## src/sv/dtq_pkg.sv

```systemverilog
// ----------------------------------------------------------------------------
// dtq_pkg
// shared types and constants for the rotation matrix to quaternion converter
// ----------------------------------------------------------------------------
package dtq_pkg;

    localparam int ELEM_W = 16;            // matrix element and quaternion part width
    localparam int NUM_W  = ELEM_W + 1;    // element sum or difference
    localparam int ARG_W  = 32;            // square-root argument width
    localparam int QW     = NUM_W;         // quotient bits kept by the divider

    // output slot filled by the half root
    localparam logic [1:0] SLOT_SCALAR = 2'd0;
    localparam logic [1:0] SLOT_X      = 2'd1;
    localparam logic [1:0] SLOT_Y      = 2'd2;
    localparam logic [1:0] SLOT_Z      = 2'd3;

    typedef struct packed {
        logic signed [ELEM_W-1:0] row0_col0;
        logic signed [ELEM_W-1:0] row0_col1;
        logic signed [ELEM_W-1:0] row0_col2;
        logic signed [ELEM_W-1:0] row1_col0;
        logic signed [ELEM_W-1:0] row1_col1;
        logic signed [ELEM_W-1:0] row1_col2;
        logic signed [ELEM_W-1:0] row2_col0;
        logic signed [ELEM_W-1:0] row2_col1;
        logic signed [ELEM_W-1:0] row2_col2;
    } t_matrix;

    typedef struct packed {
        logic signed [ELEM_W-1:0] quat_scalar;
        logic signed [ELEM_W-1:0] quat_x;
        logic signed [ELEM_W-1:0] quat_y;
        logic signed [ELEM_W-1:0] quat_z;
        logic                     bad_matrix;
    } t_quat;

    // classified work for the back end
    typedef struct packed {
        logic [ARG_W-1:0]            arg;        // square-root argument, positive unless bad
        logic [1:0]                  half_slot;  // slot taking root / 2
        logic [2:0][NUM_W-1:0]       num;        // numerators for remaining slots, ascending
        logic                        bad;
    } t_job;

endpackage

```

## src/sv/dtq_queue.sv

```systemverilog
// ----------------------------------------------------------------------------
// dtq_queue
// two-entry queue between classification and the arithmetic pipeline
// ----------------------------------------------------------------------------
module dtq_queue import dtq_pkg::*; (
    input  logic       i_clk,
    input  logic       i_rst_n,
    input  logic       i_push,
    input  t_job       i_job,
    output logic       o_full,
    output logic       o_valid,
    output t_job       o_job,
    output logic [1:0] o_count
);

    t_job       r_mem [0:1];
    logic       r_wr, r_rd;
    logic [1:0] r_count, n_count;
    logic       push, pop;

    assign o_full  = (r_count == 2'd2);
    assign o_valid = (r_count != 2'd0);
    assign o_job   = r_mem[r_rd];
    assign o_count = r_count;
    assign push    = i_push && !o_full;
    assign pop     = o_valid;   // back end never stalls

    always_comb begin
        n_count = r_count;
        if (push && !pop) begin
            n_count = r_count + 2'd1;
        end else if (pop && !push) begin
            n_count = r_count - 2'd1;
        end
    end

    always_ff @(posedge i_clk) begin
        if (!i_rst_n) begin
            r_wr    <= 1'b0;
            r_rd    <= 1'b0;
            r_count <= 2'd0;
        end else begin
            r_count <= n_count;
            if (push) begin
                r_wr <= !r_wr;
            end
            if (pop) begin
                r_rd <= !r_rd;
            end
        end
    end

    always_ff @(posedge i_clk) begin
        if (push) begin
            r_mem[r_wr] <= i_job;
        end
    end

endmodule

```

## config.mk

```make
export PLATFORM = sky130hd
export DESIGN_NAME = dtq_queue
export DESIGN_NICKNAME = d
export VERILOG_FILES = /design/src/sv/dtq_pkg.sv /design/src/sv/dtq_queue.sv
export SDC_FILE = /design/constraint.sdc
export NUM_CORES = 1
export LEC_CHECK = 0
export ABC_CLOCK_PERIOD_IN_PS = 5800
export CAP_MARGIN = 0
export CORE_ASPECT_RATIO = 1.75
export CORE_UTILIZATION = 46
export CTS_BUF_LIST = sky130_fd_sc_hd__clkbuf_4
export DETAILED_ROUTE_END_ITERATION = 10
export DONT_BUFFER_PORTS = 1
export SETUP_SLACK_MARGIN = 0.4
export SYNTH_ARGS = -nofsm -noshare
export SYNTH_HDL_FRONTEND = slang
export SYNTH_SLANG_ARGS = --single-unit
```

## constraint.sdc

```tcl
create_clock -name i_clk -period 5.8 [get_ports i_clk]
set_input_delay 1.74 -clock i_clk [delete_from_list [all_inputs] [get_ports i_clk]]
set_output_delay 1.74 -clock i_clk [all_outputs]
set_load 0.01 [all_outputs]
```

==> flow_metrics.tcl <==
set metrics [dict create \
    drc 0 \
    finalSetupViolations 0 \
    tns_ns 0 \
    grt_pass1_wl_um 15600 \
    die_area_um2 14900 \
    rsz0062_at_grt "no" \
    clock-skew-final_ns 0.0202 \
    final-hold-violation-count 0 \
    drtPass1Iterations 4 \
    ys_ff_latch 177 \
    drive_gt1_share_pct 39.2 \
    status "finished clean" \
    yosysTopAreaCellShare_pct 77.8 \
    ant_nets 0 \
    cts_sinks 177 \
    routed_via_density 5.20 \
    avgSynthCellArea_um2 22.7 \
    yosys-top-cells-area "edfxtp_1 (78%), mux2_4 (9.0%), mux2_2 (7.8%)" \
    synth_warnings 0 \
    synth_most_common_cell "edfxtp_1" \
    fin_nets 396 \
    relSlewSlack_pct 24.5 \
    regToRegSetupSlack_ns 3.16 \
    antenna_found_initial 1 \
    gr-total-overflow 0 \
    postPlaceCellArea_um2 6780 \
    area_growth_pct 6.31 \
    start_util_pct 47.5 \
    clkLatencyLatePin_ns 0.54 \
    instances_no_fill 497 \
    post-dp-hpwl_um 7200 \
    critPathKind "flop to primary output" \
    min_period_ns 4.21 \
    hold_class "flop to flop" \
    io_pins 179 \
    cts_resized 0 \
    critPathMaxStageDelay_ns 1.10 \
    grt.total_usage_pct 14.9 \
    netlist_instances 293 \
    hold_buffers 0 \
    tightest_slew_ns 1.13 \
    cap_violations 0 \
    gp_congestion 0.707 \
    stdcell_area_um2 7060 \
    worstPathCellList "buf_4 > mux2_2" \
    synth_cell_types 22 \
    worstSetupStartpointType "flop" \
    grt_pass1_vias 2812 \
    powerDensity_nw_per_um2 425 \
    worstSetupEndpointType "primary output" \
    utilization_pct 50.5 \
    ys_seq_area_share_pct 79.3 \
    tritoncts "done" \
    routed_wl_um 10700 \
    dieWidth_um 92.8 \
    grt_max_degree 74 \
    syn_nets 383 \
    max-vdd-ir-drop_mv 0.197 \
    cp.arrival_ns 2.47 \
    place.port_buffers 0 \
    initialDrtViolationCount 124 \
    leakage_uw 0.00235 \
    cp.required_ns 4.06 \
    synth.cell_area_um2 6640 \
    critPathMaxFanout 73 \
    slew_violations 0 \
    dpl.cell_count 464 \
    fmax_ghz 0.237 \
    cts_max_level 4 \
    synth_common_cells "edfxtp_1 (172), mux2_2 (46), mux2_4 (40), dfxtp_1 (5)" \
    ys_async_sr_fraction_pct 0 \
    cts_setup_buffers 0 \
    clkTransAtPathRegs_ns 0.14 \
    clockBufferDepth 2 \
    rows 57 \
    clock_tree.root_cell "clkbuf_4" \
    synth_area_leader_cell "edfxtp_1" \
    die_h_um 161 \
    core_um2 14000 \
    min_period_over_period_pct 72.6 \
    avgRoutedWirePerCell_um 21.5 \
    cpMaxStageDelayCell "dfxtp_4" \
    cts_made_buffers 17 \
    ys.flop_type "edfxtp_1" \
    vias 2582 \
    synth_edf_count 172 \
]
[layout make-up]
cell class              instances  area [um^2]
fillers                      1185         6920
flip-flops and latches        177         5270
multi-input cells             103         1250
well taps                     177          221
clock buffers                  20          150
clock inverters                12          126
repair buffers                  4         30.0
inverters                       3         11.3
diodes                          1         2.50
[flip-flops by register name, summed over array words and instances, names as in the netlist, named ones only]
name,flops
r_mem,172
r_wr,1
o_count,2
r_rd,1
[critical path: cells and delay by family (launching register included)]
kind	cells	cell delay (ns)
multiplexers	1	0.40
flip-flops	1	1.10
buffers and inverters	1	0.42
[placed cells by master (no fill, tap or decap), types with 3 or more instances in the layout]
cell and count:
inv_6 3, clkinv_4 5, dfxtp_1 4, and2_1 3, clkbuf_4 20, edfxtp_1 172, mux2_2 46, buf_4 4
mux2_4 40, inv_1 3
[cells by family after synthesis]
| family | Yosys count | share of synthesized area [%] |
|---|---|---|
| DFF | 177 | 79.3 |
| AOI/OAI and AO/OA | 4 | 0.414 |
| adders and majority gates | 1 | 0.188 |
| buffers and inverters | 13 | 2.07 |
| and+or+nand+nor | 9 | 0.829 |
| xor gates and xnor gates | 3 | 0.396 |
| muxes | 86 | 16.8 |
[power breakdown]
part / switching, uW / leakage (uW) / internal, uW
clock: 417 / 0.000147 / 237
combinational: 313 / 0.000555 / 300
sequential: 124 / 0.00165 / 1610
[worst paths after layout]
path | startpoint | endpoint | depth (start not counted)
max | flop | o_job[75] | 2
min | o_count[1] | o_count[1] | 2
max reg2reg | o_count[0] | r_mem[0][9] | 4
min reg2reg | o_count[1] | o_count[1] | 2
[layer usage]
| layer | part of all wire [%] | track usage (%) |
|---|---|---|
| met1 | 31 | 12.9 |
| met2 | 58 | 27.3 |
| met3 | 8.7 | 6.91 |
| met4 | 2.3 | 7.83 |
| met5 | 0 | 0 |
[through the flow]
step,worst slack (ns),hold WS [ns],total power (uW)
2_1_floorplan,1.47,0.526,2320
3_3_place_gp,2.11,0.562,2380
3_5_place_dp,2.07,0.567,2400
4_1_cts,1.44,0.593,3050
5_1_grt,1.36,0.617,3140
6_report,1.59,0.595,3000
Power figures use the tool's default switching activity.
