$ cat src/sv/dtq_pkg.sv
// ----------------------------------------------------------------------------
// dtq_pkg
// shared types and constants for the rotation matrix to quaternion converter
// ----------------------------------------------------------------------------
package dtq_pkg;

    localparam int ELEM_W = 16;            // matrix element and quaternion part width
    localparam int NUM_W  = ELEM_W + 1;    // element sum or difference
    localparam int ARG_W  = 32;            // square-root argument width
    localparam int QW     = NUM_W;         // quotient bits kept by the divider

    // output slot filled by the half root
    localparam logic [1:0] SLOT_SCALAR = 2'd0;
    localparam logic [1:0] SLOT_X      = 2'd1;
    localparam logic [1:0] SLOT_Y      = 2'd2;
    localparam logic [1:0] SLOT_Z      = 2'd3;

    typedef struct packed {
        logic signed [ELEM_W-1:0] row0_col0;
        logic signed [ELEM_W-1:0] row0_col1;
        logic signed [ELEM_W-1:0] row0_col2;
        logic signed [ELEM_W-1:0] row1_col0;
        logic signed [ELEM_W-1:0] row1_col1;
        logic signed [ELEM_W-1:0] row1_col2;
        logic signed [ELEM_W-1:0] row2_col0;
        logic signed [ELEM_W-1:0] row2_col1;
        logic signed [ELEM_W-1:0] row2_col2;
    } t_matrix;

    typedef struct packed {
        logic signed [ELEM_W-1:0] quat_scalar;
        logic signed [ELEM_W-1:0] quat_x;
        logic signed [ELEM_W-1:0] quat_y;
        logic signed [ELEM_W-1:0] quat_z;
        logic                     bad_matrix;
    } t_quat;

    // classified work for the back end
    typedef struct packed {
        logic [ARG_W-1:0]            arg;        // square-root argument, positive unless bad
        logic [1:0]                  half_slot;  // slot taking root / 2
        logic [2:0][NUM_W-1:0]       num;        // numerators for remaining slots, ascending
        logic                        bad;
    } t_job;

endpackage

$ cat src/sv/dtq_front.sv
// ----------------------------------------------------------------------------
// dtq_front
// takes a matrix, picks the branch and pivot, forms argument and numerators
// ----------------------------------------------------------------------------
module dtq_front import dtq_pkg::*; #(
    parameter int FRACTION_BITS = 14
) (
    input  logic    i_clk,
    input  logic    i_rst_n,
    input  logic    start,
    input  t_matrix i_matrix,
    input  logic    i_q_full,
    output logic    busy,
    output logic    o_valid,
    output t_job    o_job
);

    localparam int SW = ARG_W + 2;
    localparam logic signed [SW-1:0] ONE = SW'(64'd1 << FRACTION_BITS);

    logic             r_valid, n_valid;
    t_job             r_job;
    t_job             job;
    logic signed [17:0] tr;
    logic [1:0]         piv;
    logic signed [SW-1:0] parg, arg;
    logic               pos_tr;
    logic signed [NUM_W-1:0] d21_12, d02_20, d10_01, s01_10, s20_02, s12_21;

    always_comb begin
        tr = 18'(i_matrix.row0_col0) + 18'(i_matrix.row1_col1) + 18'(i_matrix.row2_col2);
        pos_tr = (tr > 18'sd0);
        piv = 2'd0;
        if (i_matrix.row1_col1 > i_matrix.row0_col0) begin
            piv = 2'd1;
        end
        if (piv == 2'd1) begin
            if (i_matrix.row2_col2 > i_matrix.row1_col1) begin
                piv = 2'd2;
            end
        end else begin
            if (i_matrix.row2_col2 > i_matrix.row0_col0) begin
                piv = 2'd2;
            end
        end
        case (piv)
            2'd0: parg = SW'(i_matrix.row0_col0) - SW'(i_matrix.row1_col1)
                       - SW'(i_matrix.row2_col2) + ONE;
            2'd1: parg = SW'(i_matrix.row1_col1) - SW'(i_matrix.row2_col2)
                       - SW'(i_matrix.row0_col0) + ONE;
            default: parg = SW'(i_matrix.row2_col2) - SW'(i_matrix.row0_col0)
                          - SW'(i_matrix.row1_col1) + ONE;
        endcase
        arg = pos_tr ? (SW'(tr) + ONE) : parg;

        d21_12 = NUM_W'(i_matrix.row2_col1) - NUM_W'(i_matrix.row1_col2);
        d02_20 = NUM_W'(i_matrix.row0_col2) - NUM_W'(i_matrix.row2_col0);
        d10_01 = NUM_W'(i_matrix.row1_col0) - NUM_W'(i_matrix.row0_col1);
        s01_10 = NUM_W'(i_matrix.row0_col1) + NUM_W'(i_matrix.row1_col0);
        s20_02 = NUM_W'(i_matrix.row2_col0) + NUM_W'(i_matrix.row0_col2);
        s12_21 = NUM_W'(i_matrix.row1_col2) + NUM_W'(i_matrix.row2_col1);

        job.arg = arg[ARG_W-1:0];
        job.bad = !pos_tr && (parg <= SW'(0));
        if (pos_tr) begin
            job.half_slot = SLOT_SCALAR;
        end else begin
            case (piv)
                2'd0:    job.half_slot = SLOT_X;
                2'd1:    job.half_slot = SLOT_Y;
                default: job.half_slot = SLOT_Z;
            endcase
        end
        case (job.half_slot)
            SLOT_SCALAR: job.num = {d10_01, d02_20, d21_12};
            SLOT_X:      job.num = {s20_02, s01_10, d21_12};
            SLOT_Y:      job.num = {s12_21, s01_10, d02_20};
            default:     job.num = {s12_21, s20_02, d10_01};
        endcase
    end

    assign busy    = r_valid && i_q_full;
    assign o_valid = r_valid;
    assign o_job   = r_job;

    always_comb begin
        n_valid = r_valid;
        if (start && !busy) begin
            n_valid = 1'b1;
        end else if (r_valid && !i_q_full) begin
            n_valid = 1'b0;
        end
    end

    always_ff @(posedge i_clk) begin
        if (!i_rst_n) begin
            r_valid <= 1'b0;
        end else begin
            r_valid <= n_valid;
        end
    end

    always_ff @(posedge i_clk) begin
        if (start && !busy) begin
            r_job <= job;
        end
    end

endmodule

$ cat config.mk
export PLATFORM = sky130hd
export DESIGN_NAME = dtq_front
export DESIGN_NICKNAME = d
export VERILOG_FILES = /design/src/sv/dtq_pkg.sv /design/src/sv/dtq_front.sv
export SDC_FILE = /design/constraint.sdc
export NUM_CORES = 1
export LEC_CHECK = 0
export ABC_AREA = 1
export CORE_UTILIZATION = 45
export DETAILED_ROUTE_END_ITERATION = 6
export DONT_BUFFER_PORTS = 1
export PLACE_DENSITY_LB_ADDON = 0.2
export SYNTH_ARGS = -nofsm -noshare
export SYNTH_HDL_FRONTEND = slang
export SYNTH_SLANG_ARGS = --single-unit
$ cat constraint.sdc
create_clock -name i_clk -period 9.8 [get_ports i_clk]
set_input_delay 1.47 -clock i_clk [delete_from_list [all_inputs] [get_ports i_clk]]
set_output_delay 1.47 -clock i_clk [all_outputs]
set_load 0.01 [all_outputs]
==> results of run 1 <==
==> through the flow <==
| step | setup WS (ns) | std cells | hold slack (ns) | total power [uW] |
|---|---|---|---|---|
| global placement | 3.45 | 2583 | 0.549 | 2090 |
| detailed placement | 3.31 | 2583 | 0.570 | 2090 |
| global route | 3.02 | 2599 | 0.591 | 2630 |
| CTS | 3.66 | 2599 | 0.576 | 2410 |
| floorplan | 4.55 | 2187 | 0.507 | 1680 |
| finish | 3.60 | 2599 | 0.572 | 2430 |
==> area by class of cell <==
class,instances,area [um^2],area share
flip-flops and latches,74,2210,0.135
multi-input cells,1646,11700,0.718
repair buffers,5,37.5,0.00230
well taps,455,569,0.0348
clock buffers,11,233,0.0142
inverters,403,1510,0.0926
clock inverters,5,40.0,0.00245
==> power by group <==
part / switching [uW] / internal [uW]
Clock: 136 / 173
Sequential: 91.2 / 469
Combinational: 1050 / 513
==> per-layer routing <==
| metal | track usage | wire, um | vias to the layer above |
|---|---|---|---|
| li1 | - | - | 6895 |
| met1 | 0.411 | 24100 | 6394 |
| met2 | 0.386 | 19500 | 521 |
| met3 | 0.0625 | 4430 | 40 |
| met4 | 0.0453 | 755 | 0 |
| met5 | 0 | 0 | - |
==> logic make-up (layout without fill, tap and decap cells) <==
group / count (synthesis) / after routing
adder cells (fa/ha/maj): 368 / 368
buffers and inverters: 467 / 424
AND/OR/NAND/NOR: 833 / 833
flip-flops: 74 / 74
AO/OA/AOI/OAI: 315 / 315
XOR/XNOR: 130 / 130
==> critical path: cells and delay by family <==
family / cells / cell delay, ns
AO/OA/AOI/OAI: 4 / 0.54
XOR/XNOR: 1 / 0.27
adder cells (fa/ha/maj): 3 / 1.21
buffers and inverters: 3 / 0.95
AND/OR/NAND/NOR: 16 / 1.76
==> synthesized netlist by cell type, types with 6 or more instances <==
cell and instances:
nand2_1 408, xnor2_1 17, a21oi_1 158, ha_1 294, nand2_2 6, o31ai_1 11, fa_1 74, nor3_1 32
nand4_1 16, a31oi_1 10, nand3_1 220, buf_2 8, a21o_1 13, o21ai_0 83, o21bai_1 7, edfxtp_1 73
nor2_1 110, clkbuf_1 25, xor2_1 111, inv_1 398, a21boi_0 6, nand3b_1 26, buf_4 26
==> state kept, by name, indices dropped and copies added, names as in the netlist <==
signal   count
o_job       73
o_valid      1
==> path summary, 6_finish.rpt <==
kind	end	cells past startpoint	startpoint	slack, ns
worst min register to register	o_valid	2	o_valid	0.57
worst max register to register	o_job[10]	4	o_valid	7.98
worst min-delay path	o_valid	2	o_valid	0.57
worst max-delay path	o_job[18]	27	i_matrix[2]	3.60
==> out/qor.csv, run 1 <==
metric,value,unit
Antenna Diode Count,0,
"leading cell type in the layout, fill and taps excluded",nand2_1,
setup TNS,0,ns
Pre-antenna DRT Iters,6,
Placer Congestion,0.947,
worst vdd ir,0.0950,mV
Post-synth EDFFs,73,
vias in the first global route,13383,
PortBufs,0,
Most used DFF post-synth,edfxtp_1,
Sink Count,74,
Post-Syn Area,15800,um^2
root buffer cell,clkbuf_16,
clk slew on worst S/H paths,0.06,ns
outcome,completed,
HPWL after DPL,41.6,mm
setup bufs post-CTS,0,
area fraction in compound gates after synthesis,0.112,
Yosys cell types,51,
# DRC,0,
part of the cycle the worst path needs,0.632,
die height,189,um
core area,34500,um^2
Via density,5.33,
Synth Warn #,0,
initial DRC count,1170,
Final Util,0.473,
drt wl/cell,18.8,um
Initial Utilization,0.458,
most frequent cells in the layout,"nand2_1, inv_1, ha_1",
Clock Latency Late Sink,0.34,ns
mean area per synthesized cell,7.23,um^2
Area contributors post-synth,"ha_1, edfxtp_1, nand2_1, inv_1, fa_1",
first-pass GRT wire length,75.3,mm
H-tree levels,3,
grt total ovfl,0,
Critical Path RT,9.89,ns
share of cells above drive strength 1,0.0205,
Setup CP Type,primary input to flip-flop,
P&R area growth vs syn,3.36,%
relative max-transition margin,0.227,
largest net degree at the start of global routing,97,
synthesized instance count,2187,
GRT Overall Usage,0.270,
"slowest stage delay, CP",0.76,ns
max-slew violation total from the final report,0,
multiplexer share of the synthesized area,0,
pwr dens,149,nW/um^2
Crit. End Element,flip-flop,
RSZ-0062 raised after global routing,false,
max cap viols,0,
Die Width,189,um
Syn Nets,2703,
most used cell along the critical path,nand2_1,
finished layout cell area,16300,um^2
initial antenna violation count,0,
Worst path slowest cell,buf_4,
# nets final,2655,
I/O Pins,236,
Simple-Gate Fraction of Synth Area,0.230,
total CTS buffers,9,
Crit path arrival time,6.29,ns
cell taking the most area after synthesis,ha_1,
register area share after synthesis,0.140,
WL final,48.8,mm
Max clock buf depth,2,
Fillers,3588,
DR vias,13850,
skew final,0.00733,ns
Antenna Nets Post-Route,0,
CTS Hold Buffers Added,0,
# setup viols final,0,
measured slew at the worst slew-check pin,1.16,ns
Lkg Pwr,0.00876,uW
async set or reset register ratio after synthesis,0,
Seq cells post-synth,74,
XOR/XNOR Fraction of Synth Area,0.0730,
placed inst area,16100,um^2
crit-path max FO,96,
Highest Clock Rate,161,MHz
CTS resizes,0,
Hold Crit Class,flip-flop to flip-flop,
largest family of logic cells by synthesized area,adder cells,
Worst setup SP type,primary input,
Post-Synth Adder-Cell Area,0.326,
"Hold Violations, Final",0,
row cnt,68,
Synth top area share,0.233,
TritonCTS clock tree,done,
die area,35900,um^2
post-route minimum period,6.20,ns
(Power assumes the default switching activity.)
==> run 2, diff against run 1 <==
--- a/config.mk
+++ b/config.mk
@@ -5,7 +5,7 @@
 export SDC_FILE = /design/constraint.sdc
 export NUM_CORES = 1
 export LEC_CHECK = 0
-export ABC_AREA = 1
+export ABC_AREA = 0
 export CORE_UTILIZATION = 45
 export DETAILED_ROUTE_END_ITERATION = 6
 export DONT_BUFFER_PORTS = 1
==> constraint.sdc (replaced) <==
create_clock -name i_clk -period 5.4 [get_ports i_clk]
set_input_delay 0.81 -clock i_clk [delete_from_list [all_inputs] [get_ports i_clk]]
set_output_delay 0.81 -clock i_clk [all_outputs]
set_load 0.01 [all_outputs]
==> run 2 against run 1 <==
Compared with the run above: die area shrank 4.5%; worst setup slack lost 3.4 ns; non-clock buffer count grew 52.
==> out/qor.csv, run 2 <==
metric,value,unit
outcome,completed,
GRT Overall Usage,0.261,
Via density,5.59,
first-pass GRT wire length,68.2,mm
# setup viols final,0,
I/O Pins,236,
HPWL after DPL,37.8,mm
Crit path arrival time,5.43,ns
cell taking the most area after synthesis,ha_1,
total CTS buffers,9,
Lkg Pwr,0.00766,uW
skew final,0.00681,ns
initial antenna violation count,0,
synthesized instance count,1774,
largest net degree at the start of global routing,74,
Synth top area share,0.244,
Worst setup SP type,primary input,
vias in the first global route,11971,
finished layout cell area,16200,um^2
worst vdd ir,0.143,mV
Hold Crit Class,primary input to flip-flop,
post-route minimum period,5.22,ns
measured slew at the worst slew-check pin,1.05,ns
Area contributors post-synth,"ha_1, edfxtp_1, fa_1, inv_1, xnor2_1",
reg2reg end,o_job[51],
Post-synth top cells,"ha_1, inv_1, a21oi_1",
pre-CTS setup slack,-0.149,ns
Sink Count,74,
core area,32800,um^2
die area,34300,um^2
"leading cell type in the layout, fill and taps excluded",ha_1,
Fillers,3183,
max cap viols,0,
register area share after synthesis,0.147,
Setup CP Type,primary input to flip-flop,
Reg2Reg Depth,3,
Worst path slowest cell,fa_1,
Antenna Nets Post-Route,0,
Placer Congestion,0.934,
drt wl/cell,20.1,um
met3 WL,3.92,mm
Worst Setup EP,o_job[0],
P&R area growth vs syn,7.26,%
Most used DFF post-synth,edfxtp_1,
Max clock buf depth,2,
reg2reg start,o_valid,
share of cells above drive strength 1,0.0629,
# nets final,2295,
max-slew violation total from the final report,0,
total power,4560,uW
final setup margin,0.175,ns
Initial Utilization,0.460,
Die Width,185,um
mean area per synthesized cell,8.51,um^2
most frequent cells in the layout,"ha_1, inv_1, a21oi_1",
RSZ-0062 raised after global routing,false,
grt total ovfl,0,
R2R setup slack,3.49,ns
TritonCTS clock tree,done,
clk slew on worst S/H paths,0.06,ns
pwr dens,282,nW/um^2
placed inst area,15800,um^2
Critical Path RT,5.61,ns
Crit. End Element,flip-flop,
CTS Hold Buffers Added,0,
Worst Setup SP,i_matrix[1],
die height,185,um
WL final,44.6,mm
Synth Warn #,0,
max reg flops,73,
"slowest stage delay, CP",0.47,ns
Metal-1 WL,20.9,mm
PortBufs,0,
part of the cycle the worst path needs,0.968,
Post-synth EDFFs,73,
met2 WL,19.1,mm
"Hold Violations, Final",0,
setup TNS,0,ns
Syn Nets,2290,
initial DRC count,823,
H-tree levels,3,
Pre-antenna DRT Iters,5,
DR vias,12435,
async set or reset register ratio after synthesis,0,
Clock Latency Late Sink,0.35,ns
Antenna Diode Count,0,
Seq cells post-synth,74,
crit-path max FO,6,
Highest Clock Rate,191,MHz
relative max-transition margin,0.302,
"critical path, cell by cell",fa_1 > ha_1 > fa_1 > o21bai_1 > a311oi_2 > o21ai_1 > o211a_1 > o21a_1 > o21ai_1 > xor2_1 > ha_1 > nand4_1 > nand4b_1 > nor4_2 > nand4_1 > o31ai_4 > buf_6 > nand2_2 > nor4_2 > a41o_1,
Post-Syn Area,15100,um^2
"count leader, synth",ha_1,
# DRC,0,
Yosys cell types,80,
Final Hold Slack,0.586,ns
root buffer cell,clkbuf_16,
highest routed layer,met4,
row cnt,66,
-- run 2: area by class of cell --
type	instances	area, um^2	share of cell area
multi-input cells	1393	11700	0.722
flip-flops and latches	74	2210	0.137
inverters	244	916	0.0566
well taps	442	553	0.0342
repair buffers	57	457	0.0282
clock buffers	9	225	0.0139
clock inverters	5	129	0.00796
-- run 2: repair_timing --
| item | CTS | global route |
|---|---|---|
| resized for setup | 0 | 4 |
| endpoints found under the setup margin | 0 | 4 |
| buffers inserted | 0 | 1 |
-- run 2: cell families after synthesis --
| kind of cell | Yosys count | share of synthesized area |
|---|---|---|
| compound gates | 426 | 0.186 |
| simple gates | 417 | 0.133 |
| fa+ha+maj | 369 | 0.343 |
| buf+inv | 307 | 0.0814 |
| xor+xnor | 131 | 0.0760 |
| flops | 74 | 0.147 |
| mux | 50 | 0.0342 |
-- run 2: how the worst min path moves through the flow --
stage,start,end,depth (start not counted)
6_report,i_rst_n,o_valid,1
5_1_grt,i_rst_n,o_valid,1
4_1_cts,i_rst_n,o_valid,1
3_5_place_dp,o_valid,o_valid,2
3_3_place_gp,o_valid,o_valid,2
2_1_floorplan,o_valid,o_valid,2
-- run 2: power breakdown --
| group | leakage, uW | internal, uW | total (uW) | switching (uW) |
|---|---|---|---|---|
| clock | 0.000172 | 494 | 749 | 254 |
| combinational | 0.00677 | 1160 | 2790 | 1630 |
| sequential | 0.000719 | 851 | 1020 | 171 |
| total | 0.00766 | 2510 | 4560 | 2050 |
-- run 2: critical path, delay by kind of cell --
family	cells	cell delay [ns]
AOI/OAI and AO/OA	8	1.78
xor gates and xnor gates	1	0.21
adders and majority gates	4	1.37
buffers and inverters	1	0.19
and+or+nand+nor	6	1.09
-- run 2: per-stage QoR --
step | util | cells
6_report | 0.494 | 2224
5_1_grt | 0.494 | 2224
4_1_cts | 0.493 | 2223
3_5_place_dp | 0.482 | 2209
3_3_place_gp | 0.482 | 2209
2_1_floorplan | - | 1774
-- run 2: layer usage --
| layer | GRT usage | up-vias |
|---|---|---|
| met5 | 0 | - |
| met4 | 0.0502 | 0 |
| met3 | 0.0655 | 38 |
| met2 | 0.399 | 429 |
| met1 | 0.370 | 5848 |
| li1 | - | 6120 |
